**src/rtl/jet_pkg.sv**
```systemverilog
// Shared types and constants for the escape-time counter.
// Used by the controller, the datapath and the top level; depends on nothing else.
package jet_pkg;

    localparam int IN_W      = 31;
    localparam int Z_W       = 32;
    localparam int PROD_W    = 2 * Z_W;
    localparam int SUM_W     = 38;
    localparam int CNT_W     = 8;
    localparam int FRAC_BITS = 28;
    localparam int IDX_W     = 1;

    localparam logic [CNT_W-1:0] MAX_STEPS = CNT_W'(255);
    localparam logic signed [SUM_W-1:0] BOUND = SUM_W'(4) <<< FRAC_BITS;

    localparam logic [IDX_W-1:0] REG_C_RE = 1'b0;
    localparam logic [IDX_W-1:0] REG_C_IM = 1'b1;

    typedef enum logic [1:0] {
        MUL_RR,
        MUL_II,
        MUL_RI
    } mul_op_t;

    typedef struct packed {
        logic    load;
        logic    mul_en;
        mul_op_t mul_op;
        logic    latch_rr;
        logic    latch_ii;
        logic    latch_res;
        logic    update;
        logic    load_out;
    } cmd_t;

    typedef struct packed {
        logic escape;
        logic step_zero;
        logic step_max;
    } status_t;

    function automatic logic signed [Z_W-1:0] sat_z(input logic signed [SUM_W-1:0] x);
        logic signed [Z_W-1:0] r;
        if ((&x[SUM_W-1:Z_W-1]) || !(|x[SUM_W-1:Z_W-1])) begin
            r = x[Z_W-1:0];
        end else if (x[SUM_W-1]) begin
            r = {1'b1, {(Z_W-1){1'b0}}};
        end else begin
            r = {1'b0, {(Z_W-1){1'b1}}};
        end
        return r;
    endfunction

endpackage

```
**src/rtl/jet_datapath.sv**
```systemverilog
// Datapath: z registers, the shared signed multiplier, the step counter and the result register.
// Depends on jet_pkg for widths, command and status types and the saturation function.
module jet_datapath (
    input  logic                               clk,
    input  logic                               rst_n,
    input  jet_pkg::cmd_t                      cmd,
    output jet_pkg::status_t                   status,
    input  logic signed [jet_pkg::IN_W-1:0]    z0_re,
    input  logic signed [jet_pkg::IN_W-1:0]    z0_im,
    input  logic                               wr_en,
    input  logic        [jet_pkg::IDX_W-1:0]   wr_index,
    input  logic        [jet_pkg::IN_W-1:0]    wr_data,
    output logic        [jet_pkg::CNT_W-1:0]   escape_count
);
    import jet_pkg::*;

    logic signed [IN_W-1:0]   c_re_reg;
    logic signed [IN_W-1:0]   c_im_reg;
    logic signed [Z_W-1:0]    z_re_reg;
    logic signed [Z_W-1:0]    z_im_reg;
    logic signed [PROD_W-1:0] prod_reg;
    logic signed [PROD_W-1:0] prod_next;
    logic signed [SUM_W-1:0]  rr_reg;
    logic signed [SUM_W-1:0]  ii_reg;
    logic        [CNT_W-1:0]  step_reg;
    logic        [CNT_W-1:0]  res_reg;
    logic        [CNT_W-1:0]  res_next;
    logic        [CNT_W-1:0]  count_reg;
    logic signed [Z_W-1:0]    mul_a;
    logic signed [Z_W-1:0]    mul_b;
    logic signed [PROD_W-1:0] sq_shift;
    logic signed [PROD_W-1:0] cross_shift;
    logic signed [SUM_W-1:0]  sq_now;
    logic signed [SUM_W-1:0]  cross_now;
    logic signed [SUM_W-1:0]  esc_sum;
    logic signed [SUM_W-1:0]  re_sum;
    logic signed [SUM_W-1:0]  im_sum;

    always_comb
    begin
        case (cmd.mul_op)
            MUL_RR:
            begin
                mul_a = z_re_reg;
                mul_b = z_re_reg;
            end
            MUL_II:
            begin
                mul_a = z_im_reg;
                mul_b = z_im_reg;
            end
            default:
            begin
                mul_a = z_re_reg;
                mul_b = z_im_reg;
            end
        endcase
    end

    assign prod_next   = mul_a * mul_b;
    assign sq_shift    = prod_reg >>> FRAC_BITS;
    assign cross_shift = prod_reg >>> (FRAC_BITS - 1);
    assign sq_now      = sq_shift[SUM_W-1:0];
    assign cross_now   = cross_shift[SUM_W-1:0];
    assign esc_sum     = rr_reg + sq_now;
    assign re_sum      = rr_reg - ii_reg + SUM_W'(c_re_reg);
    assign im_sum      = cross_now + SUM_W'(c_im_reg);

    assign status.escape    = esc_sum > BOUND;
    assign status.step_zero = (step_reg == '0);
    assign status.step_max  = (step_reg == MAX_STEPS);

    assign res_next = (status.escape && !status.step_zero) ? step_reg - CNT_W'(1) : MAX_STEPS;

    always_ff @(posedge clk or negedge rst_n)
    begin
        if (!rst_n) begin
            c_re_reg <= '0;
            c_im_reg <= '0;
        end else if (wr_en) begin
            unique case (wr_index)
                REG_C_RE: c_re_reg <= wr_data;
                REG_C_IM: c_im_reg <= wr_data;
                default:  ;
            endcase
        end
    end

    always_ff @(posedge clk)
    begin
        if (cmd.load) begin
            z_re_reg <= Z_W'(z0_re);
            z_im_reg <= Z_W'(z0_im);
            step_reg <= '0;
        end else if (cmd.update) begin
            z_re_reg <= sat_z(re_sum);
            z_im_reg <= sat_z(im_sum);
            step_reg <= step_reg + CNT_W'(1);
        end
        if (cmd.mul_en) begin
            prod_reg <= prod_next;
        end
        if (cmd.latch_rr) begin
            rr_reg <= sq_now;
        end
        if (cmd.latch_ii) begin
            ii_reg <= sq_now;
        end
        if (cmd.latch_res) begin
            res_reg <= res_next;
        end
        if (cmd.load_out) begin
            count_reg <= res_reg;
        end
    end

    assign escape_count = count_reg;

endmodule

```
**src/rtl/jet_ctrl.sv**
```systemverilog
// Controller: sequences the square, test, cross-product and update phases of each iteration.
// Depends on jet_pkg for the command and status types.
module jet_ctrl (
    input  logic             clk,
    input  logic             rst_n,
    input  logic             in_valid,
    output logic             in_stall,
    output logic             out_valid,
    input  logic             out_stall,
    input  jet_pkg::status_t status,
    output jet_pkg::cmd_t    cmd
);
    import jet_pkg::*;

    typedef enum logic [2:0] {
        S_IDLE,
        S_MUL_RR,
        S_MUL_II,
        S_TEST,
        S_MUL_RI,
        S_UPDATE,
        S_DONE
    } state_t;

    state_t state_reg;
    state_t state_next;
    logic   out_valid_reg;
    logic   out_valid_next;
    logic   finish;

    assign finish = (status.escape && !status.step_zero) || status.step_max;

    always_comb
    begin
        cmd            = '0;
        cmd.mul_op     = MUL_RR;
        state_next     = state_reg;
        out_valid_next = out_valid_reg && out_stall;
        unique case (state_reg)
            S_IDLE:
            begin
                if (in_valid) begin
                    cmd.load   = 1'b1;
                    state_next = S_MUL_RR;
                end
            end
            S_MUL_RR:
            begin
                cmd.mul_en = 1'b1;
                cmd.mul_op = MUL_RR;
                state_next = S_MUL_II;
            end
            S_MUL_II:
            begin
                cmd.mul_en   = 1'b1;
                cmd.mul_op   = MUL_II;
                cmd.latch_rr = 1'b1;
                state_next   = S_TEST;
            end
            S_TEST:
            begin
                cmd.latch_ii = 1'b1;
                if (finish) begin
                    cmd.latch_res = 1'b1;
                    state_next    = S_DONE;
                end else begin
                    state_next = S_MUL_RI;
                end
            end
            S_MUL_RI:
            begin
                cmd.mul_en = 1'b1;
                cmd.mul_op = MUL_RI;
                state_next = S_UPDATE;
            end
            S_UPDATE:
            begin
                cmd.update = 1'b1;
                state_next = S_MUL_RR;
            end
            S_DONE:
            begin
                if (!out_valid_reg || !out_stall) begin
                    cmd.load_out   = 1'b1;
                    out_valid_next = 1'b1;
                    state_next     = S_IDLE;
                end
            end
            default:
            begin
                state_next = S_IDLE;
            end
        endcase
    end

    always_ff @(posedge clk or negedge rst_n)
    begin
        if (!rst_n) begin
            state_reg     <= S_IDLE;
            out_valid_reg <= 1'b0;
        end else begin
            state_reg     <= state_next;
            out_valid_reg <= out_valid_next;
        end
    end

    assign in_stall  = (state_reg != S_IDLE);
    assign out_valid = out_valid_reg;

endmodule

```
**src/rtl/julia_escape_time.sv**
```systemverilog
// Top level of the escape-time counter: joins the controller and the datapath.
// Depends on jet_pkg, jet_ctrl and jet_datapath.
//
// Each input transaction carries a starting point z0 in signed Q3.28; the block iterates
// z = z*z + c on one shared 32x32 multiplier and returns one less than the step index at
// which |z|^2 first exceeds 4 (an escape at step zero is not counted), or 255 if it never
// does. Each iteration computes the two squares on that multiplier, then the escape test,
// then the cross product and the update. A finished point stays in the block while the
// previous result still waits. A new point is taken as soon as the previous result sits
// in the output register, even if that result has not yet been taken. Writing c_re
// (index 0) or c_im (index 1) is allowed only while the block is idle.
module julia_escape_time (
    input  logic                               clk,
    input  logic                               rst_n,
    input  logic                               in_valid,
    output logic                               in_stall,
    input  logic signed [jet_pkg::IN_W-1:0]    z0_re,
    input  logic signed [jet_pkg::IN_W-1:0]    z0_im,
    output logic                               out_valid,
    input  logic                               out_stall,
    output logic        [jet_pkg::CNT_W-1:0]   escape_count,
    input  logic                               wr_en,
    input  logic        [jet_pkg::IDX_W-1:0]   wr_index,
    input  logic        [jet_pkg::IN_W-1:0]    wr_data
);
    import jet_pkg::*;

    cmd_t    cmd;
    status_t status;

    jet_ctrl u_ctrl (
        .clk       (clk),
        .rst_n     (rst_n),
        .in_valid  (in_valid),
        .in_stall  (in_stall),
        .out_valid (out_valid),
        .out_stall (out_stall),
        .status    (status),
        .cmd       (cmd)
    );

    jet_datapath u_datapath (
        .clk          (clk),
        .rst_n        (rst_n),
        .cmd          (cmd),
        .status       (status),
        .z0_re        (z0_re),
        .z0_im        (z0_im),
        .wr_en        (wr_en),
        .wr_index     (wr_index),
        .wr_data      (wr_data),
        .escape_count (escape_count)
    );

    // A point that has been taken keeps the input side closed for the following cycle.
    assert property (@(posedge clk) disable iff (!rst_n)
        (in_valid && !in_stall) |=> in_stall)
        else $error("input taken while a point was still being iterated");

    // A fresh result is only presented once the iteration has finished.
    assert property (@(posedge clk) disable iff (!rst_n)
        $rose(out_valid) |-> !in_stall)
        else $error("result presented while the iteration was still running");

    // No product is latched and z is not updated when the controller is waiting for a new point.
    assert property (@(posedge clk) disable iff (!rst_n)
        !in_stall |-> !cmd.mul_en && !cmd.update)
        else $error("datapath active while idle");

endmodule
```
**config.mk**
```make
export PLATFORM = sky130hd
export DESIGN_NAME = julia_escape_time
export DESIGN_NICKNAME = d
export VERILOG_FILES = /design/src/rtl/jet_pkg.sv /design/src/rtl/jet_datapath.sv /design/src/rtl/jet_ctrl.sv /design/src/rtl/julia_escape_time.sv
export SDC_FILE = /design/constraint.sdc
export NUM_CORES = 2
export LEC_CHECK = 0
export ABC_AREA = 1
export BUFFER_PORTS_ARGS = -buffer_cell sky130_fd_sc_hd__buf_2
export CORE_MARGIN = 1
export CORE_UTILIZATION = 55
export CTS_CLUSTER_SIZE = 16
export DETAILED_ROUTE_END_ITERATION = 6
export GPL_TIMING_DRIVEN = 0
export PLACE_DENSITY = 0.81
export SYNTH_ARGS = -nofsm -noshare
export SYNTH_HDL_FRONTEND = slang
export SYNTH_SLANG_ARGS = --single-unit
```
**constraint.sdc**
```tcl
create_clock -name clk -period 15.8 [get_ports clk]
set_input_delay 1.58 -clock clk [delete_from_list [all_inputs] [get_ports clk]]
set_output_delay 1.58 -clock clk [all_outputs]
set_load 0.01 [all_outputs]
```
### After elaboration in Yosys (flattened, before gate mapping)

Index checks and enable logic that the tools add are counted.

| operators by class | value |
|---|---|
| multiplexer cells | 25 |
| magnitude comparators | 1 |
| $add $sub $neg | 6 |
| equal/unequal tests | 10 |
| multiply operators | 1 |
| reduce and logical (&&, ||, !) cells | 23 |
| bitwise logic cells | 1 |

Operator list:

| cell | count |
|---|---|
| $mux W32 | 10 |
| $add A37 B31 Y38 | 2 |
| $mul A32 B32 Y64 | 1 |
| $gt A38 B32 Y1 const B | 1 |
| $add A36 B36 Y37 | 1 |
| $sub A36 B36 Y37 | 1 |
| $pmux W3 S7 | 1 |
| $reduce_and A7 Y1 | 2 |
| $reduce_or A7 Y1 | 2 |
| $eq A3 B3 Y1 const B | 3 |
| $mux W1 | 9 |
| $pmux W3 S3 | 1 |
| $add A8 B1 Y8 const B | 1 |
| $eq A8 B8 Y1 const B | 1 |
| $logic_not A8 Y1 | 1 |
| $sub A8 B1 Y8 const B | 1 |
| $eq A3 B2 Y1 const B | 2 |
| $mux W3 | 2 |
| $reduce_and A2 Y1 | 3 |
| $logic_not A1 Y1 | 5 |
| $logic_or A1 B1 Y1 | 4 |
| $mux W2 | 2 |
| $eq A3 B1 Y1 const B | 1 |
| $logic_not A3 Y1 | 1 |
| other kinds (8) | 9 |

| storage, ports and cells | value |
|---|---|
| register bits | 290 |
| output and inout bits | 10 |
| logic and storage cells | 79 |
| bits of input ports | 99 |

### Depth between registers and ports, before layout

| logic depth | value |
|---|---|
| word-level depth | 8 |
| mapped depth | 38 |
| gate-level depth less buffers | 35 |

### Cells and area by module

Synthesis repeated with hierarchy kept, for this count alone.

| second synthesis, totals | value |
|---|---|
| cell total of the unflattened synthesis | 7029 |
| area, all modules | 56006.2 sq um |

By module, submodules not included:

| module | cells each | instances | seq. area each (sq um) | area each (sq um) |
|---|---|---|---|---|
| jet_datapath | 6985 | 1 | 7387.1 | 55728.4 |
| jet_ctrl | 44 | 1 | 100.1 | 277.8 |

### Least setup slack after synthesis

OpenSTA, ideal clock, no wires.

| timing | value |
|---|---|
| path type | register to register |
| from | register u_ctrl.state_reg[2] |
| to | register u_datapath.prod_reg[63], data pin |
| clock period less this slack | 8.489 ns |
| setup time | 0.252 ns |
| buffers on the path | 2 |
| arrival | 8.237 ns |
| cell stages (with the launch flop) | 31 |
| required time | 15.548 ns |
| setup slack | 7.311 ns |
| path through | dfrtp_1 -> nor2_4 -> nand2_4 -> buf_4 -> o21ai_1 -> clkinv_1 -> clkbuf_1 -> nor2_1 -> fa_1 -> fa_1 -> fa_1 -> fa_1 -> inv_1 -> fa_1 -> inv_1 -> fa_1 -> inv_1 -> fa_1 -> inv_1 -> fa_1 -> ha_1 -> a21oi_1 -> inv_1 -> nor2_1 -> o21ai_0 -> inv_1 -> o21ai_0 -> a2111oi_0 -> nand2_1 -> nand2_1 -> nand2_1 |

| on the way | value |
|---|---|
| word-level cells in the longest chain between the ends | 5 |
| elaborated cells on any way between the ends | 9 |
| classes of those cells | 1 x mul; 4 x eq/ne; 3 x mux; 1 x reduce/logical |

Ends and longest elaborated chain:

| element | RTL line | text |
|---|---|---|
| start, declared | jet_ctrl.sv:25 | `state_t state_reg;` |
| start signal, assigned | jet_ctrl.sv:102 | `state_reg <= state_next;` |
| $eq A3 B3 Y1 (tied with other cells) | jet_ctrl.sv:39 | `unique case (state_reg)` |
| $pmux W3 S3 (*) | jet_ctrl.sv:39 |  |
| $eq A2 B1 Y1 or $logic_not A2 Y1 (tied branches) | jet_datapath.sv:41 | `case (cmd.mul_op)` |
| $mux W32 | jet_datapath.sv:41 |  |
| $mul A32 B32 Y64 (*) | jet_datapath.sv:60 | `assign prod_next = mul_a * mul_b;` |
| named net u_datapath.prod_next[63] | jet_datapath.sv:22 | `logic signed [PROD_W-1:0] prod_next;` |
| end signal, assigned | jet_datapath.sv:101 | `prod_reg <= prod_next;` |
| end, declared | jet_datapath.sv:21 | `logic signed [PROD_W-1:0] prod_reg;` |

Mark *: on every way through the listed nets, which the timed path passes. The rest lies on a longest branch.
A chain may end at the register's enable or synchronous reset.

### Worst setup path after layout

| timing | value |
|---|---|
| from | register u_ctrl.state_reg[2] |
| to | register u_datapath.prod_reg[62], data pin |

The elaborated chain is that of the path after synthesis.

==> impl_metrics.tcl <==
set metrics [dict create \
    ys_seq_elements 263 \
    synth.area.mux_share_pct 0 \
    cap_violations 2 \
    synth_xor_area_share_pct 2.109 \
    synthToLayoutAreaGrowth_pct 6.310 \
    synth_area_um2 55460 \
    final-instance-count-excl-fill 8273 \
    ys_top_cells_by_area "fa_1 (40%), inv_1 (10%), edfxtp_1 (10%)" \
    cp_common_cell "fa_1" \
    dp_slack_ps 4340 \
    track_usage_pct 44.31 \
    dieArea_um2 102100 \
    dpl.hpwl_um 194600 \
    synth_fa_ha_area_share_pct 47.02 \
    max_freq_mhz 84.87 \
    hold_ws_ps 419.4 \
    synth.largest_area_cell "fa_1" \
    postCtsHoldBufs 0 \
    vias 47950 \
    period_minus_slack_ps 11780 \
    num-nets-final 8461 \
    critical_path_class "register to register" \
    worstMarginPinSlew_ps 1545 \
    fp-row-count 116 \
    worstPathArrival_ps 12130 \
    die_x_um 319.6 \
    clk_latency_ps 610 \
    clockBufferDepth 3 \
    yosys.area_share.simple_pct 18.98 \
    synth-compound-area-share_pct 6.231 \
    critPathRequiredTime_ps 16140 \
    drtIter0Drc 5613 \
    start_util_pct 55.46 \
    grt_pass1_vias 47690 \
    setup_viol 0 \
    postCtsResizedCells 0 \
    ant_nets 0 \
    cts_max_level 1 \
    status "finished with violations" \
    port_buffers 108 \
    setup_tns_ps 0 \
    vias_per_cell 5.795 \
    routed_wl_um 222900 \
    ios 109 \
    clkTransAtPathRegs_ps 80 \
    syn_area_per_cell_um2 8.167 \
    antenna_found_initial 9 \
    async_flop_share_pct 25.10 \
    cts-root-buf "clkbuf_16" \
    skew_ps 40.35 \
    netlist.area_leader.share_pct 40.39 \
    slowest_delay_ps 1110 \
    final_cell_mix "inv_1 (1535), nand2_1 (1475), fa_1 (1119)" \
    ys_warn_count 0 \
    worst_setup_path_end_kind "register" \
    rsz0062_at_grt "false" \
    grt.overflow.total 0 \
    drc 0 \
    synth_cell_type_count 62 \
    synth_ff_type "edfxtp_1" \
    largest_reg_flops 37 \
    cts.sinks 263 \
    gp_congestion 1.079 \
    synth_seq_area_share_pct 13.50 \
    placedCellCount 8219 \
    drtPass1Iterations 6 \
    critPathMaxFanout 11 \
    max-slew-margin-rel_pct -2.972 \
    syn_nets 8303 \
    cts_tree "yes" \
    drv_slew 7 \
    drive_gt1_share_pct 5.381 \
    wl_per_cell_um 26.94 \
    synthCells 6791 \
    hold_viol 0 \
    synth_top_family_by_area "adder cells" \
    synth_edf_count 189 \
    hp-class "register to register" \
    core_um2 100000 \
    grt_max_degree 65 \
    grt_first_pass_wirelength_um 321500 \
    violations "max-capacitance violations, max-slew violations" \
    period_share_pct 74.57 \
    crit_slowest_cell "fa_1" \
    start_kind "register" \
    final_common_cell "inv_1" \
    setup_slack_ps 4017 \
    die_y_um 319.6 \
    numCtsBuffers 26 \
    cts_setup_buffers 0 \
]
-- layer usage --
metal	share of wire (%)	global-route usage, %
met4	5.8	20.58
met3	13	13.54
met5	0.060	0
met1	40	62.01
met2	41	63.04
-- final timing paths --
check                                       from                    endpoint  slack (ps)  cells after the start
hold reg to reg            u_datapath.res_reg[4]  u_datapath.escape_count[4]         420                      0
min in group asynchronous                  rst_n     u_datapath.c_re_reg[22]         870                      1
max in group asynchronous                  rst_n         u_ctrl.state_reg[0]       14330                      2
setup reg to reg             u_ctrl.state_reg[2]     u_datapath.prod_reg[62]        4020                     30
setup / recovery             u_ctrl.state_reg[2]     u_datapath.prod_reg[62]        4020                     30
hold / removal             u_datapath.res_reg[4]  u_datapath.escape_count[4]         420                      0
-- synthesized netlist by cell type (14+ instances only) --
cell type     n
clkinv_1     18
a21oi_2      32
o21ai_1      28
nand3_1     106
clkbuf_1    158
buf_2        17
or2_2        14
a21oi_1     214
nand2_2      39
ha_1        294
o21bai_1     24
a21o_1       20
nand4_1      17
dfrtp_1      66
inv_1      1535
nand2_1    1477
fa_1       1119
xnor2_1      41
o21ai_0     180
edfxtp_1    189
nor2_1      873
xor2_1       87
nor3_1       37
o21a_1       25
nand3b_1     15
a31oi_1      28
-- area by class of cell --
type | instances | area, µm²
multi-input cells | 4768 | 41330
fillers | 9365 | 41040
flip-flops and latches | 263 | 7487
inverters | 1567 | 5883
well taps | 1298 | 1624
plain buffers | 193 | 857.1
repair buffers | 130 | 853.3
clock buffers | 37 | 815.8
clock inverters | 11 | 92.59
diodes | 6 | 15.01
-- per-stage QoR --
stage               util (%)  area (µm²)
floorplan                  -       55460
global placement       57.62       57630
detailed placement     58.03       58030
CTS                    58.94       58940
global route           58.94       58950
finish                 58.96       58960
-- critical path: cells and delay by family, from the launching register on --
family,cells,cell delay (ps)
fa+ha+maj,9,5490
simple gates,13,2340
buf+inv,7,2270
compound gates,1,940
flops,1,470
-- logic make-up (layout without fill, tap and decap cells) --
group,count (synthesis),in the layout
AOI/OAI and AO/OA,593,593
xor gates and xnor gates,131,131
and+or+nand+nor,2631,2631
other,0,6
adders and majority gates,1413,1413
DFF,263,263
buffers and inverters,1760,1938
Power is left out: the tool's default activity adds up to more than one toggle a clock period on the data nets, which glitch-free logic cannot reach.
